[src/rtl/mrlf_pkg.sv]
// Shared types and constants of the mesh route-learn-forward block.
package mrlf_pkg;

	localparam int ROUTE_ENTRIES = 256;
	localparam int IDX_W = $clog2(ROUTE_ENTRIES);
	localparam int SEEN_DEPTH_DEF = 16;
	localparam int QUEUE_DEPTH = 2;
	localparam int KEY_W = 16;

	localparam logic [7:0] NODE_ADDR_RST = 8'd1;
	localparam logic [7:0] SIG_VALUE_RST = 8'd165;
	localparam logic [7:0] DIST_RST = 8'hFF;

	localparam logic OP_RX = 1'b0;
	localparam logic OP_TX = 1'b1;

	localparam logic REG_NODE_ADDR = 1'b0;
	localparam logic REG_SIG_VALUE = 1'b1;

	localparam logic [1:0] ACT_DROP = 2'd0;
	localparam logic [1:0] ACT_DELIVER = 2'd1;
	localparam logic [1:0] ACT_TX = 2'd2;

	// classified item, front to back
	typedef struct packed {
		logic is_tx;
		logic early_drop;
		logic addressed;
		logic local_dst;
		logic [7:0] id;
		logic [7:0] origin;
		logic [7:0] sender;
		logic [7:0] fin;
		logic [7:0] hops;
		logic [7:0] len;
	} cmd_t;

	typedef struct packed {
		logic [1:0] action;
		logic [7:0] id;
		logic [7:0] origin;
		logic [7:0] sender;
		logic [7:0] next;
		logic [7:0] fin;
		logic [7:0] hops;
		logic [7:0] len;
	} res_t;

endpackage

[src/rtl/mrlf_queue.sv]
// Short item queue between front and back.
module mrlf_queue import mrlf_pkg::*; #(
	parameter int DEPTH = QUEUE_DEPTH
) (
	input  logic clk,
	input  logic arst_n,
	input  logic wr_en,
	input  cmd_t wr_data,
	output logic full,
	input  logic rd_en,
	output cmd_t rd_data,
	output logic empty
);

	localparam int PTR_W = (DEPTH > 1) ? $clog2(DEPTH) : 1;
	localparam int CNT_W = $clog2(DEPTH + 1);

	cmd_t mem_q [DEPTH];
	logic [PTR_W-1:0] wr_ptr_q, rd_ptr_q;
	logic [CNT_W-1:0] count_q;
	logic do_wr, do_rd;

	assign full = (count_q == CNT_W'(DEPTH));
	assign empty = (count_q == '0);
	assign do_wr = wr_en && !full;
	assign do_rd = rd_en && !empty;
	assign rd_data = mem_q[rd_ptr_q];

	always_ff @(posedge clk) begin
		if (do_wr) begin
			mem_q[wr_ptr_q] <= wr_data;
		end
	end

	always_ff @(posedge clk or negedge arst_n) begin
		if (!arst_n) begin
			wr_ptr_q <= '0;
			rd_ptr_q <= '0;
			count_q <= '0;
		end else begin
			if (do_wr) begin
				wr_ptr_q <= (wr_ptr_q == PTR_W'(DEPTH - 1)) ? '0 : wr_ptr_q + 1'b1;
			end
			if (do_rd) begin
				rd_ptr_q <= (rd_ptr_q == PTR_W'(DEPTH - 1)) ? '0 : rd_ptr_q + 1'b1;
			end
			if (do_wr && !do_rd) begin
				count_q <= count_q + 1'b1;
			end else if (do_rd && !do_wr) begin
				count_q <= count_q - 1'b1;
			end
		end
	end

endmodule

[config.mk]
export PLATFORM = sky130hd
export DESIGN_NAME = mrlf_queue
export DESIGN_NICKNAME = d
export VERILOG_FILES = /design/src/rtl/mrlf_pkg.sv /design/src/rtl/mrlf_queue.sv
export SDC_FILE = /design/constraint.sdc
export NUM_CORES = 1
export LEC_CHECK = 0
export BUFFER_PORTS_ARGS = -buffer_cell sky130_fd_sc_hd__buf_2
export CAP_MARGIN = 10
export CORE_UTILIZATION = 25
export DETAILED_ROUTE_END_ITERATION = 6
export PLACE_DENSITY = 0.5
export SYNTH_ARGS = -nofsm -noshare
export SYNTH_HDL_FRONTEND = slang
export SYNTH_SLANG_ARGS = --single-unit
export TNS_END_PERCENT = 10
[constraint.sdc]
create_clock -name clk -period 7 [get_ports clk]
set_clock_uncertainty 0.1 [all_clocks]
set_input_delay 0.7 -clock clk [delete_from_list [all_inputs] [get_ports clk]]
set_output_delay 0.7 -clock clk [all_outputs]
set_load 0.02 [all_outputs]
==> results.toml <==
[outcome]
status = "complete, no violations"

[setup_path]
r2r_cells = 4
reg2reg_slack_ps = 4670
reg2reg_from = "count_q[0]"
cp_max_fo = 53
start_kind = "flip-flop"
crit_required_ps = 6200
crit_path_end_kind = "primary output"
worst_r2r_endpoint = "mem_q[0][47]"
cp.arrival_ps = 2030
critPathKind = "flip-flop to primary output"

[drt]
wl_per_cell_um = 14.1
routed_via_density = 3.83
drt-initial-drc-count = 77
antenna_left = 0
drc_errors = 0
vias = 2001
drt_pass1_iterations = 3
finalWirelength_um = 7400

[cts]
clock_latency_ps = 340
clk_pin_slew_ps = 70
post_cts_resized = 0
post_cts_buffers = 0
cts.sinks = 108
h-tree-depth = 3
ctsHoldBuffers = 0
cts-root-buf = "clkbuf_16"
clockBufferDepth = 2
cts_tree = "done"
cts_buffers = 9

[sta]
max_slew.worst_pin.slew_ps = 1010
fmax_mhz = 353
max_slew_margin = 0.330
setup_violations = 0
hold_viol = 0
setup-tns-final_ps = 0
rsz0062_at_grt = "no"
finalMaxSlewViolations = 0
final.period_utilization = 0.405
finalCriticalPeriod_ps = 2830

[yosys]
netlist_area_um2 = 4200
ys_seq_area_frac = 0.767
yosys_warnings = 0
synth_area_per_cell_um2 = 23.2
synth_cells = 181
ys_ff_latch = 108
syn_nets = 238
synth.distinct_cells = 15

[global_routing]
grt_pass1_wl_um = 11400
grt_usage = 0.0895
antenna_found_initial = 0
grt_max_degree = 54
grt-ovfl-total = 0
grt_pass1_vias = 2165

[cells_and_area]
layout-drive-gt1-share = 0.603
syn_to_final_growth_pct = 25.9
finalNonFillerCells = 523
mostFrequentLayoutCells = "109 x buf_2, 104 x edfxtp_1, 49 x mux2_4"
design_area_um2 = 5290
layout_commonest_cell = "buf_2"
fin_nets = 354

[placed_design]
gp_congestion = 0.687
io_buffer_count = 109
place_hpwl_um = 4660
placed_cells = 506
place_area_um2 = 4940

[pwr]
fin_total_pwr_mw = 2.33
total_leakage_power_nw = 2.09
peakVddDrop_mv = 0.162
powerDensity_nw_per_um2 = 440

[floorplanning]
die_y_um = 132
fp.dieW_um = 132
core_um2 = 16500
num_rows = 47
dieArea_um2 = 17300
start_util = 0.255
pin_count = 110

[hold_path]
hold_path_class = "input port to asynchronous set/reset pin"

[run]
cap_violations = 0
cells by family (layout without fill, tap and decap cells):
group / after synthesis / count (layout) / share of synthesized area
buf+inv: 8 / 129 / 0.0283
fa+ha+maj: 1 / 1 / 0.00298
flops: 108 / 108 / 0.767
simple gates: 6 / 6 / 0.00655
other cells: 0 / 1 / 0
mux: 52 / 52 / 0.183
xor+xnor: 5 / 5 / 0.0104
compound gates: 1 / 1 / 0.00119
critical path, cell delays in order (launching register included):
cell and delay (ps):
dfrtp_4 1100, mux2_2 410, buf_2 160
synthesized netlist by cell type:
cell,number,area [µm²]
mux2_2,3,33.8
o21ai_1,1,5.00
edfxtp_1,104,3120
nand2b_1,1,6.26
mux2_4,49,736
inv_1,2,7.51
nand2_1,1,3.75
buf_12,5,100
xor2_1,2,17.5
ha_1,1,12.5
nor2_1,3,11.3
xnor2_1,3,26.3
buf_6,1,11.3
and3_1,1,6.26
dfrtp_1,4,100
sequential cells by signal, summed over array words and instances (netlist names):
register and count:
count_q 2, mem_q 104, rd_ptr_q 1, wr_ptr_q 1
power breakdown:
group / internal [mW] / switching (mW)
combinational: 0.358 / 0.380
clock: 0.352 / 0.226
sequential: 0.885 / 0.125
per-layer routing:
metal  up-vias  global-route usage  part of all wire
li1        940                   -                 -
met3         9              0.0282             0.055
met5         -                   0                 0
met2        62               0.155              0.52
met1       990              0.0950              0.40
met4         0              0.0543             0.021
stage by stage:
step           utilization  hold WS, ps  setup slack (ps)
2_1_floorplan            -          304              3470
3_3_place_gp         0.300          411              4400
3_5_place_dp         0.300          413              4390
4_1_cts              0.321         26.9              4060
5_1_grt              0.321         30.2              4040
6_report             0.321         47.3              4170
worst max path at each step:
stage | endpoint | startpoint | slack, ps
after floorplan | mem_q[0][0] | wr_en | 3470
after global placement | mem_q[0][32] | wr_en | 4400
after detailed placement | mem_q[0][17] | wr_en | 4390
after CTS | rd_data[30] | rd_ptr_q | 4060
after global routing | rd_data[34] | rd_ptr_q | 4040
final | rd_data[34] | rd_ptr_q | 4170
final cells by class:
| class | count | area [µm²] |
|---|---|---|
| Clock inverter | 7 | 124 |
| Fill cell | 1641 | 11200 |
| Multi-Input combinational cell | 65 | 867 |
| Inverter | 2 | 7.51 |
| Sequential cell | 108 | 3230 |
| Antenna cell | 1 | 2.50 |
| Timing Repair Buffer | 111 | 561 |
| Tap cell | 220 | 275 |
| Clock buffer | 9 | 225 |
Power figures use the tool's default switching activity.
