### config.mk
export PLATFORM = sky130hd
export DESIGN_NAME = mrlf_front
export DESIGN_NICKNAME = d
export VERILOG_FILES = /design/src/rtl/mrlf_pkg.sv /design/src/rtl/mrlf_front.sv
export SDC_FILE = /design/constraint.sdc
export NUM_CORES = 1
export LEC_CHECK = 0
export BUFFER_PORTS_ARGS = -buffer_cell sky130_fd_sc_hd__buf_4
export CAP_MARGIN = 20
export CORE_MARGIN = 1.5
export CORE_UTILIZATION = 30
export DETAILED_ROUTE_END_ITERATION = 12
export PLACE_DENSITY = 0.87
export RECOVER_POWER = 25
export SYNTH_ARGS = -nofsm -noshare
export SYNTH_HDL_FRONTEND = slang
export SYNTH_SLANG_ARGS = --single-unit
### constraint.sdc
create_clock -name vclk -period 1.4
set_input_delay 0.28 -clock vclk [all_inputs]
set_output_delay 0.28 -clock vclk [all_outputs]
set_load 0.1 [all_outputs]
### src/rtl/mrlf_pkg.sv
// Shared types and constants of the mesh route-learn-forward block.
package mrlf_pkg;

	localparam int ROUTE_ENTRIES = 256;
	localparam int IDX_W = $clog2(ROUTE_ENTRIES);
	localparam int SEEN_DEPTH_DEF = 16;
	localparam int QUEUE_DEPTH = 2;
	localparam int KEY_W = 16;

	localparam logic [7:0] NODE_ADDR_RST = 8'd1;
	localparam logic [7:0] SIG_VALUE_RST = 8'd165;
	localparam logic [7:0] DIST_RST = 8'hFF;

	localparam logic OP_RX = 1'b0;
	localparam logic OP_TX = 1'b1;

	localparam logic REG_NODE_ADDR = 1'b0;
	localparam logic REG_SIG_VALUE = 1'b1;

	localparam logic [1:0] ACT_DROP = 2'd0;
	localparam logic [1:0] ACT_DELIVER = 2'd1;
	localparam logic [1:0] ACT_TX = 2'd2;

	// classified item, front to back
	typedef struct packed {
		logic is_tx;
		logic early_drop;
		logic addressed;
		logic local_dst;
		logic [7:0] id;
		logic [7:0] origin;
		logic [7:0] sender;
		logic [7:0] fin;
		logic [7:0] hops;
		logic [7:0] len;
	} cmd_t;

	typedef struct packed {
		logic [1:0] action;
		logic [7:0] id;
		logic [7:0] origin;
		logic [7:0] sender;
		logic [7:0] next;
		logic [7:0] fin;
		logic [7:0] hops;
		logic [7:0] len;
	} res_t;

endpackage

### src/rtl/mrlf_front.sv
// Front end: classifies an incoming header against this node's settings.
module mrlf_front import mrlf_pkg::*; (
	input  logic [7:0] own_addr,
	input  logic [7:0] signature_value,
	input  logic       operation,
	input  logic [7:0] sig_byte,
	input  logic [7:0] msg_id,
	input  logic [7:0] origin_addr,
	input  logic [7:0] sender_addr,
	input  logic [7:0] next_addr,
	input  logic [7:0] final_addr,
	input  logic [7:0] hop_count,
	input  logic [7:0] frame_length,
	output cmd_t       cmd
);

	always_comb begin
		cmd.is_tx = (operation == OP_TX);
		// bad signature or our own frame coming back
		cmd.early_drop = (sig_byte != signature_value) || (origin_addr == own_addr);
		cmd.addressed = (next_addr == 8'd0) || (next_addr == own_addr);
		cmd.local_dst = (final_addr == own_addr);
		cmd.id = msg_id;
		cmd.origin = origin_addr;
		cmd.sender = sender_addr;
		cmd.fin = final_addr;
		cmd.hops = hop_count;
		cmd.len = frame_length;
	end

endmodule

==> flow_summary_export.csv, run 1 <==
group,metric,value,unit
run_status,outcome,"finished, violations left",
run_status,violations,"negative setup slack",
global_routing,grt_pass1_vias,742,
pwr,switching_share,56.7,%
die,start_util,32.7,%
place,portBuffers,67,
global_routing,track_usage,14.9,%
pwr,power_leakage,0.564,nW
global_routing,use_met3,2.29,%
synthesis,synthCells,95,
timing,finalCritPeriodShare,106,%
worst_setup_path,worstPathMaxFanout,1,
final_layout,antenna_cells,0,
die,die_h,52.8,um
final_layout,nets,197,
place,placed_area,943,um^2
final_layout,ff_latch_area,0,um^2
final_layout,clkbuf_count,0,
timing,worstMarginPinSlew,0.284,ns
pwr,p_per_area,454,nW/um^2
detailed_routing,routed_wl,2300,um
timing,setup_violations,1,
timing,drv_slew,0,
global_routing,grt_pass1_wl,3120,um
timing,finalHoldViolCount,0,
global_routing,antenna_found_initial,0,
synthesis,synth-seq-area-share,0,%
global_routing,grt_max_degree,4,
synthesis,syn-num-nets,176,
timing,rsz0062_at_grt,"true",
detailed_routing,drt-wirelength-per-cell,16.2,um
worst_setup_path,required,1.12,ns
final_layout,nFlopsAndLatches,0,
worst_setup_path,arrival,1.20,ns
final_layout,drive_above_1_share,83.3,%
synthesis,netlist_area,743,um^2
timing,max_freq,675,MHz
global_routing,gr-max-usage-layer,"met2",
die,boundaryPins,133,
job,max-cap-violations,0,
detailed_routing,drcViolationCount,0,
die,die_x,52.8,um
detailed_routing,detail_route.vias_per_cell,4.73,
detailed_routing,routed-via-count,672,
pwr,ir_drop,0.201,mV
timing,setup_ws,-0.0819,ns
pwr,p_int,0.000236,W
pwr,power.switching,0.000310,W
final_layout,final_util,52.8,%
global_routing,grt_use_met1,12.6,%
timing,max_slew_margin,81.2,%
worst_setup_path,startpoint_type,"input port",
final_layout,area_delta_synth_final,61.8,%
detailed_routing,route.antenna.remaining_nets,0,
detailed_routing,drtPass1Iterations,3,
final_layout,final_area,1200,um^2
die,die-area,2790,um^2
final_layout,multi_input_comb_area,557,um^2
die,rows,17,
synthesis,synth_warnings,0,
synthesis,syn_area_per_cell,7.82,um^2
synthesis,yosysUniqueCellTypes,10,
pwr,pwr-share-clk,0,%
place,gp_congestion,0.742,
clock_network,holdBufCountCts,0,
pwr,pwr-share-comb,100.0,%
worst_setup_path,critPathKind,"in -> out",
global_routing,use_met2,31.9,%
timing,min_period,1.48,ns
die,core,2280,um^2
pwr,seqPwrFrac,0,%
detailed_routing,drtIter0Drc,2,
global_routing,grt-ovfl-total,0,
final_layout,fillers,202,
min_path,hp-class,"in -> out",
place,dp_hpwl,1980,um
worst_setup_path,crit_path_end_kind,"output pin",
[path summary, 6_finish.rpt]
kind,from,endpoint,slack [ns],depth (start not counted)
min,hop_count[7],cmd[15],0.56,0
max,sig_byte[0],cmd[50],-0.08,5
[layout make-up]
| cell class | count | share of cell area [%] |
|---|---|---|
| Multi-Input combinational cell | 46 | 46.3 |
| Tap cell | 28 | 2.91 |
| Timing Repair Buffer | 68 | 50.8 |
[layout by cell type (no fill, tap or decap), drive strengths merged]
master,n
nor2,1
nand4,6
buf,68
o21ai,1
xor2,8
nor4,4
o211ai,1
xnor2,24
nand2,1
[layer usage]
metal	wire length [um]	part of all wire, %
met1	621	27
met2	1370	59
met3	217	9.5
met4	91	4.0
met5	0	0
[power by group through the flow]
stage          combinational [W]  sequential [W]  clock [W]
6_report                0.000546               0          0
5_1_grt                 0.000572               0          0
4_1_cts                 0.000500               0          0
3_5_place_dp            0.000472               0          0
3_3_place_gp            0.000465               0          0
2_1_floorplan           0.000761               0          0
[Yosys cell counts]
master / number / area [um^2]
nor2_1: 1 / 3.75
nand2_1: 1 / 3.75
nand4_1: 6 / 37.5
nor4_2: 2 / 25.0
o21ai_0: 1 / 5.00
o211ai_1: 1 / 7.51
buf_4: 49 / 368
nor4_1: 2 / 12.5
xor2_1: 8 / 70.1
xnor2_1: 24 / 210
[kinds of logic (layout without fill, tap and decap cells)]
group	Yosys count	in the layout	synth area share [%]
xor gates and xnor gates	32	32	37.7
AOI/OAI and AO/OA	2	2	1.68
buffers and inverters	49	68	49.5
and+or+nand+nor	12	12	11.1
[timing repair]
| item | in CTS | in global routing |
|---|---|---|
| pin swaps | 9 | 14 |
| endpoints found under the setup margin | 3 | 3 |
| setup buffers | 1 | 0 |
| resized for setup | 19 | 28 |
[critical path: stages]
cell and delay (ns):
buf_6 0.10, xor2_2 0.16, nor4_2 0.30, o211ai_1 0.15
buf_6 0.21
[per-stage QoR]
step	hold WS [ns]	worst slack (ns)	setup TNS (ns)	total power, W	instances
floorplan	0.772	-0.867	-1.62	0.000761	95
global placement	0.561	-0.0824	-0.179	0.000465	141
detailed placement	0.561	-0.105	-0.247	0.000472	141
CTS	0.561	-0.0495	-0.0495	0.000500	142
global route	0.560	-0.136	-0.194	0.000572	142
finish	0.560	-0.0819	-0.0819	0.000546	142
Note: power is estimated with default switching activity, not from simulation.
==> run 2: changes to the inputs <==
--- a/config.mk
+++ b/config.mk
@@ -12,6 +12,7 @@
 export DETAILED_ROUTE_END_ITERATION = 12
 export PLACE_DENSITY = 0.87
 export RECOVER_POWER = 25
+export SETUP_SLACK_MARGIN = 0.15
 export SYNTH_ARGS = -nofsm -noshare
 export SYNTH_HDL_FRONTEND = slang
 export SYNTH_SLANG_ARGS = --single-unit
==> flow_summary_export.csv, run 2 (same netlist as run 1, synthesis figures left out) <==
group,metric,value,unit
run_status,outcome,"finished, violations left",
run_status,violations,"negative setup slack",
die,rows,17,
detailed_routing,detail_route.vias_per_cell,4.65,
global_routing,grt_max_degree,4,
detailed_routing,drtPass1Iterations,1,
timing,worstMarginPinSlew,0.280,ns
worst_setup_path,critPathKind,"in -> out",
final_layout,ff_latch_area,0,um^2
worst_setup_path,worstPathMaxFanout,2,
global_routing,antenna_found_initial,0,
detailed_routing,routed_wl,2320,um
final_layout,antenna_cells,0,
pwr,power.switching,0.000315,W
worst_setup_path,arrival,1.16,ns
timing,drv_slew,0,
pwr,ir_drop,0.358,mV
detailed_routing,drcViolationCount,0,
timing,setup_ws,-0.0439,ns
pwr,switching_share,56.2,%
die,start_util,32.7,%
detailed_routing,routed-via-count,660,
die,die-area,2790,um^2
timing,finalCritPeriodShare,103,%
die,boundaryPins,133,
final_layout,layout_common_cells,"buf_4 (45), xnor2_2 (18), buf_6 (15), xnor2_1 (6), nand4_1 (6)",
global_routing,track_usage,15.1,%
die,die_x,52.8,um
detailed_routing,route.antenna.remaining_nets,0,
pwr,power_leakage,0.573,nW
die,die_h,52.8,um
place,dpl.cell_count,142,
pwr,p_per_area,448,nW/um^2
worst_setup_path,required,1.12,ns
final_layout,layout_commonest_cell,"buf_4",
place,gp_congestion,0.718,
pwr,total_power,0.000561,W
pwr,p_int,0.000246,W
final_layout,area_delta_synth_final,68.4,%
min_path,hp-class,"in -> out",
timing,min_period,1.44,ns
timing,rsz0062_at_grt,"true",
timing,max_slew_margin,81.5,%
global_routing,grt_pass1_wl,3060,um
detailed_routing,drt-wirelength-per-cell,16.3,um
worst_setup_path,startpoint_type,"input port",
global_routing,grt-ovfl-total,0,
pwr,seqPwrFrac,0,%
timing,max_freq,693,MHz
final_layout,clkbuf_count,0,
worst_setup_path,crit_path_end_kind,"output pin",
pwr,pwr-share-clk,0,%
clock_network,holdBufCountCts,0,
detailed_routing,drtIter0Drc,0,
place,portBuffers,67,
final_layout,drive_above_1_share,83.3,%
clock_network,cts_setup_buffers,0,
final_layout,nets,197,
final_layout,fillers,205,
global_routing,grt_pass1_vias,668,
die,core,2280,um^2
pwr,pwr-share-comb,100.0,%
timing,finalHoldViolCount,0,
final_layout,nFlopsAndLatches,0,
timing,setup_violations,1,
final_layout,stdcell_count,142,
job,max-cap-violations,0,
final_layout,multi_input_comb_area,574,um^2
[run 2: cell counts in the layout (fill, tap and decap cells not counted)]
Identical to the previous run, type by type.
[run 2: layout make-up]
| type | count | area share [%] |
|---|---|---|
| tap | 28 | 2.80 |
| multi-input combinational | 46 | 45.9 |
| timing repair buffer | 68 | 51.3 |
[run 2: per-layer routing]
layer,share of wire (%),GRT usage [%],wire [um]
met1,26,12.5,605
met2,62,35.2,1450
met3,9.8,1.71,228
met4,1.7,2.99,40
met5,0,0,0
[run 2: worst paths after layout]
path | from | to | slack [ns] | cells past startpoint
max | origin_addr[3] | cmd[50] | -0.04 | 5
min | hop_count[6] | cmd[14] | 0.56 | 0
[run 2: worst max-delay path, stage by stage]
cell and delay, ns:
buf_4 0.12, xnor2_1 0.18, nand4_1 0.12, o211ai_1 0.21, buf_6 0.26
[run 2: timing repair]
| action | 4_1_cts | 5_1_grt |
|---|---|---|
| setup endpoints to repair | 3 | 3 |
| gates resized for setup | 42 | 12 |
| pin swaps | 18 | 13 |
[run 2: stage by stage]
| stage | hold WS, ns | area [um^2] | setup slack [ns] | TNS, ns | utilization (%) |
|---|---|---|---|---|---|
| 4_1_cts | 0.561 | 1180 | -0.0429 | -0.0429 | 52.0 |
| 2_1_floorplan | 0.772 | 796 | -0.867 | -1.62 | - |
| 5_1_grt | 0.560 | 1250 | -0.115 | -0.116 | 55.0 |
| 3_5_place_dp | 0.561 | 973 | -0.0684 | -0.140 | 42.8 |
| 3_3_place_gp | 0.561 | 973 | -0.0639 | -0.134 | 42.8 |
| 6_report | 0.560 | 1250 | -0.0439 | -0.0439 | 55.0 |
[run 2: power by group through the flow]
stage               sequential [W]  combinational [W]  clock, W
global route                     0           0.000586         0
detailed placement               0           0.000482         0
floorplan                        0           0.000767         0
finish                           0           0.000561         0
global placement                 0           0.000477         0
CTS                              0           0.000541         0
